### src/design/e2g_pkg.sv
// e2g_pkg: shared constants, types and the CORDIC arctangent table for the
// ECEF to geodetic core. No dependencies.
`default_nettype none

package e2g_pkg;

   // defaults for top-level parameters
   localparam int MAX_ITERATIONS_DEF = 8;
   localparam int POS_WIDTH_DEF      = 42;

   // fixed-point formats
   localparam int FRAC_BITS    = 12;
   localparam int CORDIC_STEPS = 32;
   localparam int ANG_W        = 34;
   localparam int DIV_W        = 76;
   localparam int SQRT_STEPS   = 32;
   localparam int RADIUS_W     = 33;
   localparam int FLAT_W       = 32;
   localparam int CSR_IDX_W    = 8;

   localparam logic [32:0] INV_GAIN = 33'd2608131496;
   localparam logic [32:0] RADIUS_RESET = 33'd6378137000;
   localparam logic [31:0] FLAT_RESET   = 32'd14400212;

   // register indexes
   localparam logic [CSR_IDX_W-1:0] REG_RADIUS = 8'd0;
   localparam logic [CSR_IDX_W-1:0] REG_FLAT   = 8'd1;

   // divide / square-root unit operations
   localparam logic DS_DIV  = 1'b0;
   localparam logic DS_SQRT = 1'b1;

   typedef struct packed {
      logic start;
      logic frac;
   } mul_ctl_type;

   typedef struct packed {
      logic start;
      logic op;
   } ds_ctl_type;

   // atan(2^-i) as binary angle, 2^31 = pi
   function automatic logic [29:0] atan_entry(input logic [4:0] i);
      logic [29:0] v;
      case (i)
         5'd0:  v = 30'd536870912;
         5'd1:  v = 30'd316933406;
         5'd2:  v = 30'd167458907;
         5'd3:  v = 30'd85004756;
         5'd4:  v = 30'd42667331;
         5'd5:  v = 30'd21354465;
         5'd6:  v = 30'd10679838;
         5'd7:  v = 30'd5340245;
         5'd8:  v = 30'd2670163;
         5'd9:  v = 30'd1335087;
         5'd10: v = 30'd667544;
         5'd11: v = 30'd333772;
         5'd12: v = 30'd166886;
         5'd13: v = 30'd83443;
         5'd14: v = 30'd41722;
         5'd15: v = 30'd20861;
         5'd16: v = 30'd10430;
         5'd17: v = 30'd5215;
         5'd18: v = 30'd2608;
         5'd19: v = 30'd1304;
         5'd20: v = 30'd652;
         5'd21: v = 30'd326;
         5'd22: v = 30'd163;
         5'd23: v = 30'd81;
         5'd24: v = 30'd41;
         5'd25: v = 30'd20;
         5'd26: v = 30'd10;
         5'd27: v = 30'd5;
         5'd28: v = 30'd3;
         5'd29: v = 30'd1;
         5'd30: v = 30'd1;
         default: v = 30'd0;
      endcase
      return v;
   endfunction

endpackage

`default_nettype wire

### src/design/e2g_mul.sv
// e2g_mul: shared 32x33 multiplier, low 64 bits of a[31:0]*b or floor(a*b/2^32).
// Depends on e2g_pkg.
`default_nettype none

module e2g_mul (
   input  wire                 clock,
   input  wire                 reset,
   input  e2g_pkg::mul_ctl_type ctl,
   input  wire [63:0]          a_in,
   input  wire [32:0]          b_in,
   output logic                done,
   output logic [63:0]         result
);
   import e2g_pkg::*;

   localparam logic [1:0] PH_IDLE = 2'd0;
   localparam logic [1:0] PH_LO   = 2'd1;
   localparam logic [1:0] PH_HI   = 2'd2;
   localparam logic [1:0] PH_SUM  = 2'd3;

   logic [1:0]  phase_ff;
   logic        frac_ff, done_ff;
   logic [63:0] a_ff, res_ff;
   logic [32:0] b_ff, lo_ff;
   logic [64:0] prod_ff, prod;
   logic [31:0] opa;

   // one multiplier, low half of a first, then high half in the fractional mode
   always_comb begin
      opa  = (phase_ff == PH_HI) ? a_ff[63:32] : a_ff[31:0];
      prod = 65'(opa) * 65'(b_ff);
   end

   always_ff @(posedge clock) begin
      if (reset) begin
         phase_ff <= PH_IDLE;
         done_ff  <= 1'b0;
      end else begin
         done_ff <= 1'b0;
         case (phase_ff)
            PH_IDLE: begin
               if (ctl.start) begin
                  a_ff     <= a_in;
                  b_ff     <= b_in;
                  frac_ff  <= ctl.frac;
                  phase_ff <= PH_LO;
               end
            end
            PH_LO: begin
               prod_ff  <= prod;
               phase_ff <= frac_ff ? PH_HI : PH_SUM;
            end
            PH_HI: begin
               lo_ff    <= prod_ff[64:32];
               prod_ff  <= prod;
               phase_ff <= PH_SUM;
            end
            PH_SUM: begin
               res_ff   <= frac_ff ? prod_ff[63:0] + 64'(lo_ff) : prod_ff[63:0];
               done_ff  <= 1'b1;
               phase_ff <= PH_IDLE;
            end
            default: phase_ff <= PH_IDLE;
         endcase
      end
   end

   assign done   = done_ff;
   assign result = res_ff;

endmodule

`default_nettype wire

### config.mk
export PLATFORM = sky130hd
export DESIGN_NAME = e2g_mul
export DESIGN_NICKNAME = d
export VERILOG_FILES = /design/src/design/e2g_pkg.sv /design/src/design/e2g_mul.sv
export SDC_FILE = /design/constraint.sdc
export NUM_CORES = 2
export LEC_CHECK = 0
export ABC_CLOCK_PERIOD_IN_PS = 19370
export BUFFER_PORTS_ARGS = -buffer_cell sky130_fd_sc_hd__buf_4
export CORE_AREA = 5 5 270 272
export CTS_CLUSTER_SIZE = 12
export DETAILED_ROUTE_END_ITERATION = 6
export DIE_AREA = 0 0 275 277
export PLACE_DENSITY = 0.82
export RECOVER_POWER = 50
export SYNTH_ARGS = -nofsm -noshare
export SYNTH_HDL_FRONTEND = slang
export SYNTH_SLANG_ARGS = --single-unit
### constraint.sdc
create_clock -name clock -period 19.37 [get_ports clock]
set_clock_uncertainty 0.05 [all_clocks]
set_input_delay 2.9055 -clock clock [delete_from_list [all_inputs] [get_ports clock]]
set_output_delay 2.9055 -clock clock [all_outputs]
set_load 0.02 [all_outputs]
Word level (Yosys, flattened, before mapping)
Index checks and enable logic that the tools add are counted.
{ "word_totals": {"inputBits": 101, "reg_bits": 263, "word_cells": 27, "output_inout_bits": 65} }
{ "classes": {"mul": 1, "n_bitwise": 1, "addsub": 1, "n_reduce_logical": 6, "muxes": 6, "n_eq_ne": 4} }
{ "ops": {"columns": ["op", "n"], "rows": [
  ["32-bit by 33-bit multiplier with 65-bit output", 1],
  ["64-bit by 33-bit adder with 64-bit output", 1],
  ["64-bit two-way mux", 1],
  ["32-bit two-way mux", 1],
  ["2-bit one-hot mux with 4 select lines", 1],
  ["2-bit AND reduction", 3],
  ["2-bit == test (second input constant)", 2],
  ["3-bit AND reduction", 1],
  ["2-bit by 1-bit == test with 1-bit output (second input constant)", 1],
  ["2-bit zero test", 1],
  ["1-bit two-way mux", 2],
  ["2-bit two-way mux", 1],
  ["2-bit inequality test (second input constant)", 1],
  ["2-bit OR reduction", 1],
  ["1-bit inverter", 1]
]} }

Logic depth before layout (Yosys ltp)
{ "logic_depth": {"word_depth": 3, "depth_mapped": 34, "mapped_depth_nobuf": 31} }

Least setup slack after synthesis
OpenSTA, ideal clock, no wires.
{ "synth_path": {"path_kind": "register to register", "from": "register phase_ff[0]", "to": "register prod_ff[63], data pin", "t_required_ns": 19.062, "n_path_buf": 4, "stages_incl_launch_ff": 32, "t_arrival_ns": 8.174, "slack_ns": 10.888, "setup_ns": 0.258, "period_less_slack_ns": 8.482, "cell_sequence": "dfxtp_1 -> inv_1 -> ha_1 -> clkbuf_1 -> clkbuf_1 -> mux2_2 -> clkbuf_1 -> and2_1 -> fa_1 -> inv_1 -> fa_1 -> fa_1 -> fa_1 -> inv_1 -> fa_1 -> inv_1 -> fa_1 -> inv_1 -> fa_1 -> fa_1 -> ha_1 -> buf_4 -> o21a_1 -> o211ai_1 -> a2111oi_4 -> o21ai_2 -> a2bb2oi_4 -> a21oi_4 -> o31a_2 -> o32ai_2 -> a31oi_1 -> xnor2_1"} }
{ "synth_via": {"elab_chain_cells": 3} }
{ "synth_lines": {"columns": ["element", "line_no", "text"], "rows": [
  ["start: declaration", "e2g_mul.sv:21", "logic [1:0] phase_ff;"],
  ["start signal: assignment", "e2g_mul.sv:51", "phase_ff <= frac_ff ? PH_HI : PH_SUM;"],
  ["2-bit == test", "e2g_mul.sv:30", "opa = (phase_ff == PH_HI) ? a_ff[63:32] : a_ff[31:0];"],
  ["32-bit two-way mux", "e2g_mul.sv:30", null],
  ["32-bit by 33-bit multiplier with 65-bit output", "e2g_mul.sv:31", "prod = 65'(opa) * 65'(b_ff);"],
  ["net prod[63]", "e2g_mul.sv:25", "logic [64:0] prod_ff, prod;"],
  ["end signal: assignment", "e2g_mul.sv:50", "prod_ff <= prod;"],
  ["end signal: assignment", "e2g_mul.sv:55", "prod_ff <= prod;"],
  ["end: declaration", "e2g_mul.sv:25", null]
]} }
The timed path passes the listed nets, and every way through them passes these cells.
A chain may end at the register's enable or synchronous reset.

Worst setup path in the final report
{ "layout_path": {"from": "register phase_ff[0]", "to": "register prod_ff[56], data pin"} }
Same word-level chain as after synthesis.

==> flow_summary.yaml <==
run_status:
  status: "complete, but fails checks"
  violations: "capacitance limit, slew limit"
clock_tree:
  numCtsBuffers: 30
  clk_latency_ns: 0.63
  cts.path.max_buffers: 3
  cts_resized: 0
  cts.root.buffer_cell: "clkbuf_16"
  hold_buffers: 0
  htree_levels: 1
  clock-sinks: 263
  post_cts_buffers: 0
  clkTransAtPathRegs_ns: 0.06
  cts_tree: "built"
grt:
  grt_overflow: 0
  antenna_found_initial: 4
  grt_max_degree: 66
  grt_pass1_wl_um: 189000
  grt_pass1_vias: 35400
  track_usage: 0.319
finish:
  multi_input_area_mm2: 0.0328
  nFillCells: 5215
  syn2layout_area_growth_pct: 6.25
  post-route-util: 0.678
  fin_nets: 5821
  layout-drive-gt1-share: 0.0689
  ff_latch_area_mm2: 0.00787
  stdcell_count: 5464
worst_hold_path:
  hp-start: "prod_ff[64]"
  hold_end: "lo_ff[32]"
  hp-class: "flip-flop to flip-flop"
  holdPathStages: 0
setup_path:
  cp_max_fo: 33
  regToRegEndpoint: "prod_ff[56]"
  reg2regPathDepth: 25
  end_kind: "flip-flop"
  worstPathArrival_ns: 11.42
  reg2reg_from: "phase_ff[0]"
  rrSetupSlack_ns: 8.22
  worstSetupPathType: "flip-flop to flip-flop"
  required_ns: 19.64
  cp-start-kind: "flip-flop"
timing:
  fmax_ghz: 0.0897
  rsz0062_at_grt: "false"
  fin_crit_sh: 0.576
  setup_violations: 0
  report.final.slew_viol_count: 351
  worst_pin_slew_ns: 3.57
  hold_viol_final: 0
  slew_headroom: -1.38
  setup_slack_ns: 8.22
  fin_crit_ns: 11.15
  fin_tns_setup_ns: 0
synthesis:
  syn_avg_cell_area_um2: 10.0
  seq_area_frac_synth: 0.175
  async_reset_ff_frac: 0
  synth_edf_count: 260
  synth-seq-cells: 263
  synth.most_common_cell: "inv_1"
  synthCells: 4480
  synth_area_leaders: "fa_1 41%, edfxtp_1 17%, ha_1 8.4%"
  synthFlopType: "edfxtp_1"
  yosysWarnings: 0
  yosysUniqueCellTypes: 80
  synth_area_leader_cell: "fa_1"
  synthTopCellsByCount: "931 x inv_1, 927 x fa_1, 663 x nand2_1"
  synth_top_area_share: 0.412
  syn_nets: 5809
  syn_area_mm2: 0.0450
floorplan:
  initial_utilization: 0.638
  core-area_mm2: 0.0705
  ios: 166
  rows: 98
  die_h_um: 277
  die_x_um: 275
  die_area_mm2: 0.0762
routing:
  routed_wirelength_um: 120000
  vias: 32200
  antenna_left: 0
  dr.pass1.iters: 6
  via_per_inst: 5.90
  drc: 0
  drt_iter0_markers: 2830
  wl_per_cell_um: 21.9
placement:
  io_buffers: 165
  pre_cts_slack_ns: 10.11
  place_hpwl_um: 90300
  dpl.cell_count: 5410
  place.gp.congestion: 0.936
flow_run:
  max_cap_viol_count: 7
per-layer routing:
layer,global-route usage,wire (um),up-vias
met1,0.384,40600,16200
met5,0,13,-
li1,-,-,13600
met3,0.0544,10600,608
met2,0.547,59600,1842
met4,0.177,8710,2
per-stage QoR:
step / area [um2] / hold WS, ns
after floorplan: 45000 / 0.350
after global placement: 46900 / 0.435
after detailed placement: 46900 / 0.437
after CTS: 47900 / 0.364
after global routing: 47800 / 0.421
final: 47800 / 0.422
placed cells by master, fill, tap and decap left out, types with 6 or more instances in the layout:
cell / count
xnor2_1: 84
edfxtp_1: 260
and2_1: 477
mux2_2: 47
a21o_1: 70
o21ai_1: 14
clkbuf_16: 30
a31oi_1: 13
nand2_1: 663
o211ai_1: 6
mux2_1: 14
buf_4: 103
and3_1: 20
nand4_1: 26
clkbuf_4: 96
nor2_1: 57
inv_1: 931
nand3_1: 26
o21a_1: 9
o21ai_0: 30
fa_1: 927
nor2b_1: 14
clkinv_1: 7
o21bai_1: 16
nand2b_1: 7
clkbuf_1: 14
nor3_1: 11
ha_1: 301
xor2_1: 38
a21oi_1: 101
registers in the layout, indices dropped and copies added, names as in the netlist:
register and count:
done 1, prod_ff 65, phase_ff 2, result 64, frac_ff 1, lo_ff 33, a_ff 64, b_ff 33
area by class of cell:
type	instances	area share
clock buffer	34	0.0160
multi-input combinational	3056	0.685
tap	950	0.0249
antenna	3	0.000157
timing repair buffer	209	0.0320
sequential	263	0.165
clock inverter	17	0.00447
inverter	932	0.0732
worst max path at each step:
stage	start	end	slack (ns)	depth (start not counted)
2_1_floorplan	phase_ff[0]	prod_ff[63]	10.89	31
3_3_place_gp	phase_ff[0]	prod_ff[56]	10.25	26
3_5_place_dp	phase_ff[0]	prod_ff[56]	10.11	26
4_1_cts	phase_ff[0]	prod_ff[56]	10.01	26
5_1_grt	phase_ff[0]	prod_ff[56]	7.88	27
6_report	phase_ff[0]	prod_ff[56]	8.22	25
cells by family (layout without fill, tap and decap cells):
logic type | count (synthesis) | after routing | synth area share
AO/OA/AOI/OAI | 316 | 316 | 0.0485
XOR/XNOR | 122 | 122 | 0.0237
AND/OR/NAND/NOR | 1328 | 1328 | 0.144
flip-flops | 263 | 263 | 0.175
multiplexers | 62 | 62 | 0.0155
adder cells (fa/ha/maj) | 1228 | 1228 | 0.496
buffers and inverters | 1161 | 1192 | 0.0973
other | 0 | 3 | 0
worst max-delay path, cell delays in order (launching register included):
cell      delay (ns)
dfxtp_1         0.35
inv_1           0.09
ha_1            0.14
clkbuf_1        2.11
mux2_2          1.06
nand2_1         0.18
fa_1            0.54
fa_1            0.52
fa_1            0.54
inv_1           0.07
fa_1            0.44
fa_1            0.49
fa_1            0.58
fa_1            0.43
fa_1            0.49
ha_1            0.35
nand2_1         0.18
o21ai_0         0.22
or4b_1          0.55
a211o_1         0.27
a21oi_2         0.27
a31oi_2         0.23
a31oi_4         0.29
o21ai_2         0.11
a21oi_2         0.14
xnor2_1         0.08
Power is not shown: default switching activity piles up to over one toggle a cycle in this logic, so the estimate is an artifact.
