`config.mk`:
```
export PLATFORM = sky130hd
export DESIGN_NAME = e2g_divsqrt
export DESIGN_NICKNAME = d
export VERILOG_FILES = /design/src/design/e2g_pkg.sv /design/src/design/e2g_divsqrt.sv
export SDC_FILE = /design/constraint.sdc
export NUM_CORES = 1
export LEC_CHECK = 0
export BUFFER_PORTS_ARGS = -buffer_cell sky130_fd_sc_hd__clkbuf_2
export CORE_MARGIN = 8
export CORE_UTILIZATION = 43
export CTS_CLUSTER_DIAMETER = 120
export CTS_CLUSTER_SIZE = 28
export DETAILED_ROUTE_END_ITERATION = 16
export GPL_TIMING_DRIVEN = 0
export PLACE_DENSITY = 0.73
export SLEW_MARGIN = 20
export SYNTH_ARGS = -nofsm -noshare
export SYNTH_HDL_FRONTEND = slang
export SYNTH_SLANG_ARGS = --single-unit
```
`constraint.sdc`:
```
create_clock -name clock -period 21.9 [get_ports clock]
set_clock_uncertainty 0.1 [all_clocks]
set_input_delay 3.285 -clock clock [delete_from_list [all_inputs] [get_ports clock]]
set_output_delay 3.285 -clock clock [all_outputs]
set_load 0.05 [all_outputs]
```
`src/design/e2g_pkg.sv`:
```
// e2g_pkg: shared constants, types and the CORDIC arctangent table for the
// ECEF to geodetic core. No dependencies.
`default_nettype none

package e2g_pkg;

   // defaults for top-level parameters
   localparam int MAX_ITERATIONS_DEF = 8;
   localparam int POS_WIDTH_DEF      = 42;

   // fixed-point formats
   localparam int FRAC_BITS    = 12;
   localparam int CORDIC_STEPS = 32;
   localparam int ANG_W        = 34;
   localparam int DIV_W        = 76;
   localparam int SQRT_STEPS   = 32;
   localparam int RADIUS_W     = 33;
   localparam int FLAT_W       = 32;
   localparam int CSR_IDX_W    = 8;

   localparam logic [32:0] INV_GAIN = 33'd2608131496;
   localparam logic [32:0] RADIUS_RESET = 33'd6378137000;
   localparam logic [31:0] FLAT_RESET   = 32'd14400212;

   // register indexes
   localparam logic [CSR_IDX_W-1:0] REG_RADIUS = 8'd0;
   localparam logic [CSR_IDX_W-1:0] REG_FLAT   = 8'd1;

   // divide / square-root unit operations
   localparam logic DS_DIV  = 1'b0;
   localparam logic DS_SQRT = 1'b1;

   typedef struct packed {
      logic start;
      logic frac;
   } mul_ctl_type;

   typedef struct packed {
      logic start;
      logic op;
   } ds_ctl_type;

   // atan(2^-i) as binary angle, 2^31 = pi
   function automatic logic [29:0] atan_entry(input logic [4:0] i);
      logic [29:0] v;
      case (i)
         5'd0:  v = 30'd536870912;
         5'd1:  v = 30'd316933406;
         5'd2:  v = 30'd167458907;
         5'd3:  v = 30'd85004756;
         5'd4:  v = 30'd42667331;
         5'd5:  v = 30'd21354465;
         5'd6:  v = 30'd10679838;
         5'd7:  v = 30'd5340245;
         5'd8:  v = 30'd2670163;
         5'd9:  v = 30'd1335087;
         5'd10: v = 30'd667544;
         5'd11: v = 30'd333772;
         5'd12: v = 30'd166886;
         5'd13: v = 30'd83443;
         5'd14: v = 30'd41722;
         5'd15: v = 30'd20861;
         5'd16: v = 30'd10430;
         5'd17: v = 30'd5215;
         5'd18: v = 30'd2608;
         5'd19: v = 30'd1304;
         5'd20: v = 30'd652;
         5'd21: v = 30'd326;
         5'd22: v = 30'd163;
         5'd23: v = 30'd81;
         5'd24: v = 30'd41;
         5'd25: v = 30'd20;
         5'd26: v = 30'd10;
         5'd27: v = 30'd5;
         5'd28: v = 30'd3;
         5'd29: v = 30'd1;
         5'd30: v = 30'd1;
         default: v = 30'd0;
      endcase
      return v;
   endfunction

endpackage

`default_nettype wire

```
`src/design/e2g_divsqrt.sv`:
```
// e2g_divsqrt: shared restoring divider (one quotient bit per cycle) and
// bitwise integer square root (one result bit per cycle). Depends on e2g_pkg.
`default_nettype none

module e2g_divsqrt (
   input  wire                         clock,
   input  wire                         reset,
   input  e2g_pkg::ds_ctl_type         ctl,
   input  wire [e2g_pkg::DIV_W-1:0]    num_in,
   input  wire [31:0]                  den_in,
   input  wire [63:0]                  rad_in,
   output logic                        done,
   output logic [e2g_pkg::DIV_W-1:0]   quotient,
   output logic [30:0]                 root
);
   import e2g_pkg::*;

   localparam logic [6:0] DIV_LAST  = 7'(DIV_W - 1);
   localparam logic [6:0] SQRT_LAST = 7'(SQRT_STEPS - 1);

   logic [DIV_W-1:0] num_ff;
   logic [31:0]      rem_ff, den_ff;
   logic [63:0]      v_ff, res_ff, bit_ff, sum;
   logic [32:0]      r, r_sub;
   logic [6:0]       cnt_ff;
   logic             op_ff, busy_ff, done_ff, div_ge, sq_ge;

   // one restoring step of each kind
   always_comb begin
      r      = {rem_ff, num_ff[DIV_W-1]};
      r_sub  = r - {1'b0, den_ff};
      div_ge = (r >= {1'b0, den_ff});
      sum    = res_ff + bit_ff;
      sq_ge  = (v_ff >= sum);
   end

   always_ff @(posedge clock) begin
      if (reset) begin
         busy_ff <= 1'b0;
         done_ff <= 1'b0;
      end else begin
         done_ff <= 1'b0;
         if (ctl.start) begin
            op_ff   <= ctl.op;
            num_ff  <= num_in;
            den_ff  <= den_in;
            rem_ff  <= '0;
            v_ff    <= rad_in;
            res_ff  <= '0;
            bit_ff  <= 64'd1 << 62;
            cnt_ff  <= '0;
            busy_ff <= 1'b1;
         end else if (busy_ff) begin
            cnt_ff <= cnt_ff + 7'd1;
            if (op_ff == DS_DIV) begin
               rem_ff <= div_ge ? r_sub[31:0] : r[31:0];
               num_ff <= {num_ff[DIV_W-2:0], div_ge};
               if (cnt_ff == DIV_LAST) begin
                  busy_ff <= 1'b0;
                  done_ff <= 1'b1;
               end
            end else begin
               v_ff   <= sq_ge ? v_ff - sum : v_ff;
               res_ff <= sq_ge ? (res_ff >> 1) + bit_ff : res_ff >> 1;
               bit_ff <= bit_ff >> 2;
               if (cnt_ff == SQRT_LAST) begin
                  busy_ff <= 1'b0;
                  done_ff <= 1'b1;
               end
            end
         end
      end
   end

   assign done     = done_ff;
   assign quotient = num_ff;
   assign root     = res_ff[30:0];

endmodule

`default_nettype wire

```
======== After elaboration in Yosys (flattened, before gate mapping) ========
Index checks and enable logic that the tools add are counted.
storage, ports and cells
  bits in registers ....................... 342
  output and inout bits ................... 108
operators by class
  add/sub/neg operators ................... 5
  magnitude comparators ................... 2
  equality and inequality tests ........... 3
  muxes and demuxes ....................... 24
  bitwise operators ....................... 2
  reductions and logical operators ........ 9
operators by type and width
  operator             number
  $mux 64              9
  $mux 76              3
  $mux 32              3
  $add 63x64->64       1
  $add 64x64->64       1
  $ge 64x64->1         1
  $sub 64x64->64       1
  $ge 33x32->1         1
  $sub 32x32->32       1
  $mux 1               8
  $add 7x1->7 const B  1
  $eq 7x5->1 const B   1
  $eq 7x7->1 const B   1
  $mux 7               1
  $reduce_and 3->1     2
  $reduce_bool 2->1    3
  $reduce_and 2->1     2
  $reduce_and 4->1     1
  $reduce_or 3->1      1
  $ne 2x2->1 const B   1
  $not 1->1            2

======== Logic depth before layout (Yosys ltp) ========
Gate-level depths: netlist (run 1).
  word-level depth ........................ 6
  gate-level depth with buffers ........... 22
  mapped depth without buffers ............ 21

======== Worst setup path before layout (run 1) ========
No wires, ideal clock.
  kind .................................... input port to flip-flop
  start point ............................. in ctl[1] in the netlist's numbering
  end point ............................... reg v_ff[0], enable pin
  library setup time ...................... 0.503 ns
  arrival time ............................ 11.495 ns
  setup slack ............................. 9.803 ns
  stages on the path ...................... 6
  path buffers ............................ 3
  cell sequence ........................... clkbuf_1 -> clkbuf_1 -> buf_1 -> a21oi_1 -> nor2_1 -> a21boi_1
between the ends
  cells in the longest elaborated chain, start to end .. 2
  elaborated cells on any way between the ends .. 4
  those cells by class .................... reduce/logical (4)
RTL lines
  what                                 line               source
  start, declared                      e2g_divsqrt.sv:8   input e2g_pkg::ds_ctl_type ctl,
  $reduce_bool 2->1 (no source line)   -
  $reduce_and 4->1 (no source line) *  -
  end signal, assigned                 e2g_divsqrt.sv:48  v_ff <= rad_in;
  end signal, assigned                 e2g_divsqrt.sv:63  v_ff <= sq_ge ? v_ff - sum : v_ff;
  end, declared                        e2g_divsqrt.sv:23  logic [63:0] v_ff, res_ff, bit_ff, sum;
Every way passes the cells marked *; elsewhere a longest branch is shown, timed or not.
A chain may end at the register's enable or synchronous reset.

======== Final worst setup path (run 1) ========
  start point ............................. reg bit_ff[0]
  end point ............................... reg v_ff[1], enable pin
between the ends
  cells in the longest elaborated chain, start to end .. 4
RTL lines
  what                                line               source
  start, declared                     e2g_divsqrt.sv:23
  start signal, assigned              e2g_divsqrt.sv:50  bit_ff <= 64'd1 << 62;
  start signal, assigned              e2g_divsqrt.sv:65  bit_ff <= bit_ff >> 2;
  $add 64x64->64                      e2g_divsqrt.sv:33  sum = res_ff + bit_ff;
  $ge 64x64->1                        e2g_divsqrt.sv:34  sq_ge = (v_ff >= sum);
  $reduce_bool 2->1 (no source line)  -
  $reduce_and 4->1 (no source line)   -
No other way between the ends.

==> metrics.md, run 1 <==
| Metric | Value |
|---|---|
| Unrepaired setup endpoints after global routing | false |
| Worst-Skew Late Latency | 0.56 ns |
| Initial antenna violation count | 2 |
| PD cells | 74.5 nW/um^2 |
| CP max-delay cell | a2111oi_1 |
| Initial Util | 0.435 |
| Starting DRT DRC Count | 1575 |
| F_max | 125 MHz |
| CTS sink cnt | 310 |
| Num rows | 85 |
| Top FF cell, synth | edfxtp_1 |
| Pre-CTS WS | 14.17 ns |
| RD Place Congestion | 0.936 |
| Vias | 20994 |
| Die Width | 249 um |
| Largest fanout on the critical path | 21 |
| Post-CTS Setup Bufs | 0 |
| Maxcap violations | 0 |
| Max-slew violations | 0 |
| Setup slack after layout | 13.89 ns |
| Status | finished clean |
| Startpoint types | flip-flop |
| TritonCTS clock tree | done |
| CTS resizes | 0 |
| Drt pass-1 iters | 6 |
| Net Count, Synth | 2829 |
| Die Ht | 249 um |
| #FFs+latches synth | 310 |
| WP data required | 22.09 ns |
| Share of layout cells above drive strength 1 | 0.176 |
| Data arrival time of the critical path | 8.20 ns |
| Syn avg cell area | 9.38 sq um |
| Maximum vdd drop | 0.0760 mV |
| Dpl hpwl | 57900 um |
| Buf/Inv on CP | 4 |
| Slowest stage delay, CP | 0.80 ns |
| Relative max-transition margin | 0.220 |
| Global-route usage over all layers | 0.225 |
| Avg Vias per Cell | 5.99 |
| CP Cell Sequence | ha_1 > ha_1 > a21o_1 > a31oi_1 > o21ai_1 > a311oi_1 > nor2_1 > a211oi_1 > o21ai_0 > nand2_1 > xor2_1 > ha_1 > nand2_1 > o21ai_1 > a221oi_2 > o21ai_1 > a2111oi_1 > and2_4 > buf_2 > buf_2 > a21boi_4 > buf_16 > buf_16 |
| Core area | 53700 sq um |
| Post-DRT Antenna Nets | 0 |
| Cts hold-fix bufs | 0 |
| # setup viols final | 0 |
| Synth cell types | 90 |
| Congestion Overflow GR | 0 |
| Post-route clock period utilization | 0.366 |
| Setup tns final | 0 ns |
| Hold Path Class | flip-flop to flip-flop |
| Htree depth | 1 |
| CP delay by family, top | compound AO/OA/AOI/OAI gates |
| First-pass GRT wire length | 114000 um |
| Clk buf depth | 3 |
| Pleak | 10.3 nW |
| WL final | 73400 um |
| Register area share after synthesis | 0.398 |
| Number of global-route vias before repair | 20966 |
| Synth async-reset ratio | 0 |
| Cell Area, Synth | 23300 sq um |
| R2R setup slack | 13.89 ns |
| TritonCTS buffer count | 17 |
| Die Area | 62000 sq um |
| Layout area overhead | 13.5% |
| Routed WL per cell | 20.9 um |
| Final nets | 3142 |
| Post-route minimum period | 8.01 ns |
| Mapped Cells | 2488 |
| WS Path Type | flip-flop to flip-flop |
| Post-synth EDFFs | 308 |
| # port buffers | 283 |
| Worst setup EP type | flip-flop |
| Clock Pin Slew Worst Setup and Hold Paths | 0.12 ns |
| Synth warnings | 0 |
| I/O pin total | 284 |
| Final hold viol count | 0 |
| Largest net degree at the start of global routing | 31 |
| Root Buffer | clkbuf_16 |
| Worst-margin pin slew | 1.17 ns |
| DR DRC count | 0 |
-- Yosys cell counts (65+ instances only) --
cell	number	area [sq um]
a21oi_1	187	936
mux2_2	76	856
edfxtp_1	308	9250
o21ai_0	136	681
nor2_1	218	818
clkbuf_1	80	300
inv_1	81	304
a31oi_1	65	407
nand2_1	265	995
xnor2_1	97	850
xor2_1	85	744
ha_1	163	2040
-- area by class of cell --
type	count	area, sq um
fillers	4984	27200
multi-input cells	1963	13200
flip-flops and latches	310	9290
repair buffers	294	1670
well taps	696	871
plain buffers	133	632
clock buffers	17	425
inverters	82	308
clock inverters	9	133
diodes	1	2.50
-- metal layers --
metal / GRT usage / part of all wire
met5: 0 / 0.00031
met3: 0.0343 / 0.066
met4: 0.0702 / 0.033
met2: 0.402 / 0.49
met1: 0.276 / 0.41
-- power breakdown --
part / switching (W) / internal [W] / total, W / leakage (nW)
registers: 0.0000399 / 0.000724 / 0.000764 / 2.95
logic: 0.000524 / 0.000301 / 0.000824 / 7.11
clock network: 0.000223 / 0.000164 / 0.000386 / 0.271
total: 0.000786 / 0.00119 / 0.00197 / 10.3
-- layout by cell type (no fill, tap or decap), drive strengths merged, types with 6 or more instances in the layout --
| cell type | count |
|---|---|
| a22o | 8 |
| xor2 | 85 |
| o211ai | 16 |
| clkbuf | 380 |
| nand2 | 265 |
| nor3 | 42 |
| nor3b | 7 |
| nor4 | 19 |
| a2111oi | 10 |
| or3 | 21 |
| nor4b | 6 |
| mux2 | 76 |
| and2 | 11 |
| nand3 | 49 |
| o22ai | 6 |
| o21ai | 169 |
| a21oi | 191 |
| and4 | 10 |
| edfxtp | 308 |
| a31oi | 66 |
| o21bai | 30 |
| o31ai | 16 |
| nand2b | 14 |
| ha | 163 |
| nor2b | 51 |
| a31o | 15 |
| a21o | 53 |
| buf | 64 |
| a21boi | 13 |
| inv | 85 |
| and3 | 22 |
| a211oi | 40 |
| nand4 | 57 |
| a221oi | 9 |
| or2 | 11 |
| nor2 | 218 |
| xnor2 | 97 |
| o21a | 21 |
| o31a | 8 |
-- worst paths after layout --
| path | endpoint | cells after the start | startpoint |
|---|---|---|---|
| worst max-delay path | v_ff[1] | 23 | bit_ff[0] |
| worst min-delay path | done | 1 | busy_ff |
| worst min register to register | done | 1 | busy_ff |
| worst max register to register | v_ff[1] | 23 | bit_ff[0] |
-- cells by family (layout without fill, tap and decap cells) --
kind of cell / after synthesis / in the layout / synth area share
simple gates: 816 / 816 / 0.167
compound gates: 720 / 720 / 0.199
flops: 310 / 310 / 0.398
buf+inv: 215 / 535 / 0.0402
xor+xnor: 182 / 182 / 0.0683
fa+ha+maj: 165 / 165 / 0.0891
mux: 80 / 80 / 0.0384
other cells: 0 / 1 / 0
-- state kept, by name (all words and copies together), names as in the netlist --
signal,cells
bit_ff,32
busy_ff,1
cnt_ff,7
den_ff,32
done,1
op_ff,1
quotient,76
rem_ff,32
res_ff,64
v_ff,64
-- per-stage QoR --
stage | total power (W) | hold WS [ns] | util | std cells | instance area, sq um
after floorplan | 0.00136 | 0.388 | - | 2488 | 23300
after global placement | 0.00157 | 0.426 | 0.477 | 3467 | 25600
after detailed placement | 0.00159 | 0.433 | 0.483 | 3478 | 25900
after CTS | 0.00197 | 0.457 | 0.493 | 3504 | 26500
after global routing | 0.00208 | 0.468 | 0.493 | 3504 | 26500
final | 0.00197 | 0.461 | 0.493 | 3505 | 26500
No activity file was read; power rests on OpenSTA's default activity.
==> run 2: changes to the inputs <==
==> constraint.sdc (replaced) <==
create_clock -name clock -period 8.1 [get_ports clock]
set_clock_uncertainty 0.1 [all_clocks]
set_input_delay 1.215 -clock clock [delete_from_list [all_inputs] [get_ports clock]]
set_output_delay 1.215 -clock clock [all_outputs]
set_load 0.05 [all_outputs]
==> run 2 against run 1 <==
Against the previous run: register-to-register slack got worse by 14 ns; sequential power rose to 2.7 times the previous value; power grew to 2.7 times the previous value; flip-flop and latch count unchanged; routed wire length shrank 0.14%; sequential share of layout area about the same; setup slack worse by 14 ns; design area is essentially flat; maximum frequency increased by 2.8%; critical endpoint is now v_ff[14].
==> metrics.md, run 2 (synthesis results as in run 1) <==
| Metric | Value |
|---|---|
| Status | finished clean |
| Worst-Skew Late Latency | 0.57 ns (about the same) |
| Largest net degree at the start of global routing | 31 (unchanged) |
| Max-slew violations | 0 (unchanged) |
| Worst setup EP type | flip-flop |
| Routed WL per cell | 20.9 um (-0.25%) |
| Drt pass-1 iters | 7 (+1) |
| Largest fanout on the critical path | 23 (+9.5%) |
| First-pass GRT wire length | 114000 um (-0.33%) |
| I/O pin total | 284 (unchanged) |
| Initial antenna violation count | 4 (+2) |
| F_max | 128 MHz (+2.8%) |
| # port buffers | 283 (unchanged) |
| Commonest non-fill, non-tap cell in the layout | edfxtp_1 |
| Setup tns final | 0 ns (unchanged) |
| Die Width | 249 um (unchanged) |
| WL final | 73300 um (-0.14%) |
| DR DRC count | 0 (unchanged) |
| Post-route clock period utilization | 0.962 (+0.596) |
| Avg Vias per Cell | 5.95 (-0.66%) |
| Htree depth | 1 (unchanged) |
| Share of layout cells above drive strength 1 | 0.176 (-0.000313) |
| WP data required | 8.30 ns (-13.79 ns) |
| Global-route usage over all layers | 0.224 (-0.000890) |
| Layout area overhead | 13.5% (about the same) |
| Clock Pin Slew Worst Setup and Hold Paths | 0.12 ns (about the same) |
| Root Buffer | clkbuf_16 |
| CTS resizes | 0 (unchanged) |
| Startpoint types | flip-flop |
| TritonCTS buffer count | 16 (-1) |
| WS Path Type | flip-flop to flip-flop |
| Starting DRT DRC Count | 1566 (-0.57%) |
| Total Power | 0.00527 W (+170%) |
| RD Place Congestion | 0.931 (-0.46%) |
| Relative max-transition margin | 0.305 (+0.0853) |
| Post-DRT Antenna Nets | 0 (unchanged) |
| Pre-CTS WS | 0.292 ns (-13.88 ns) |
| Core area | 53700 sq um (unchanged) |
| # setup viols final | 0 (unchanged) |
| Fillers | 5038 (+1.1%) |
| Maximum vdd drop | 0.180 mV (+140%) |
| Antenna diodes | 0 (-1) |
| Clk buf depth | 3 (unchanged) |
| Congestion Overflow GR | 0 (unchanged) |
| Unrepaired setup endpoints after global routing | false |
| Hold WS | 0.424 ns (-0.0373 ns) |
| Initial Util | 0.435 (unchanged) |
| Pleak | 10.3 nW (about the same) |
| Setup slack after layout | 0.307 ns (-13.58 ns) |
| Vias | 20879 (-0.55%) |
| CTS sink cnt | 310 (unchanged) |
| Die Area | 62000 sq um (unchanged) |
| Worst-margin pin slew | 1.04 ns (-0.128 ns) |
| Most frequent cells in the layout | edfxtp_1, clkbuf_2, nand2_1 |
| TritonCTS clock tree | done |
| Die Ht | 249 um (unchanged) |
| Fin util | 0.493 (about the same) |
| Number of global-route vias before repair | 20630 (-1.6%) |
| Num rows | 85 (unchanged) |
| Data arrival time of the critical path | 7.99 ns (-0.21 ns) |
| Dpl hpwl | 57900 um (about the same) |
| Max FFs per register | 76 (unchanged) |
| Final hold viol count | 0 (unchanged) |
| Hold Path Class | flip-flop to flip-flop |
| PD cells | 199 nW/um^2 (+170%) |
| Final nets | 3145 (+0.095%) |
| Post-route minimum period | 7.79 ns (-0.217 ns) |
| Maxcap violations | 0 (unchanged) |
[run 2: changes by cell type in the layout (fill, tap and decap cells not counted), moves of 2 or more]
cell / change
buf_16: +2
buf_4: +2
clkbuf_1: +4
clkinv_4: +2
[run 2: critical path: stages (launching register included)]
cell	delay (ns)
edfxtp_1	0.44
ha_1	0.26
ha_1	0.22
a21o_1	0.20
a31oi_1	0.42
o21ai_1	0.25
a311oi_1	0.69
nor2_1	0.17
a211oi_1	0.62
o21ai_0	0.31
nand2_1	0.15
xor2_1	0.23
ha_1	0.36
nand2_1	0.21
o21ai_1	0.18
a221oi_2	0.38
o21ai_1	0.13
a2111oi_1	0.65
and2_4	0.29
buf_2	0.32
buf_2	0.39
a21boi_4	0.13
buf_16	0.21
buf_16	0.17
[run 2: layer usage]
| metal | track usage | part of all wire | vias up |
|---|---|---|---|
| met3 | 0.0392 | 0.069 | 109 |
| met5 | 0 | 0.00034 | - |
| met1 | 0.278 | 0.41 | 10047 |
| met2 | 0.398 | 0.49 | 816 |
| met4 | 0.0587 | 0.026 | 4 |
| li1 | - | - | 9903 |
[run 2: final timing paths]
path / from / end / slack [ns] / depth (start not counted)
setup reg to reg: res_ff[0] / v_ff[14] / 0.31 / 23
hold reg to reg: busy_ff / done / 0.42 / 1
hold / removal: busy_ff / done / 0.42 / 1
setup / recovery: res_ff[0] / v_ff[14] / 0.31 / 23
[run 2: layout make-up]
class                           count  area (sq um)  share of cell area
Inverter                           82           308              0.0116
Tap cell                          696           871              0.0329
Timing Repair Buffer              298          1740              0.0657
Clock buffer                       20           415              0.0157
Buffer                            133           631              0.0238
Clock inverter                      7          82.6             0.00312
Sequential cell                   310          9290               0.351
Multi-Input combinational cell   1963         13200               0.497
[run 2: where the power goes]
part / leakage [nW] / switching (W) / total, W / internal (W)
clock network: 0.240 / 0.000581 / 0.000969 / 0.000389
logic: 7.15 / 0.00141 / 0.00223 / 0.000817
registers: 2.95 / 0.000109 / 0.00207 / 0.00196
[run 2: per-stage QoR]
stage | cell area, sq um | instances
floorplan | 23400 | 2488
global placement | 25600 | 3467
detailed placement | 26000 | 3480
CTS | 26500 | 3507
global route | 26500 | 3509
finish | 26500 | 3509
[run 2: what timing repair did]
item	in CTS	in global routing
setup endpoints to repair	0	48
buffers inserted	0	2
hold buffers	0	0
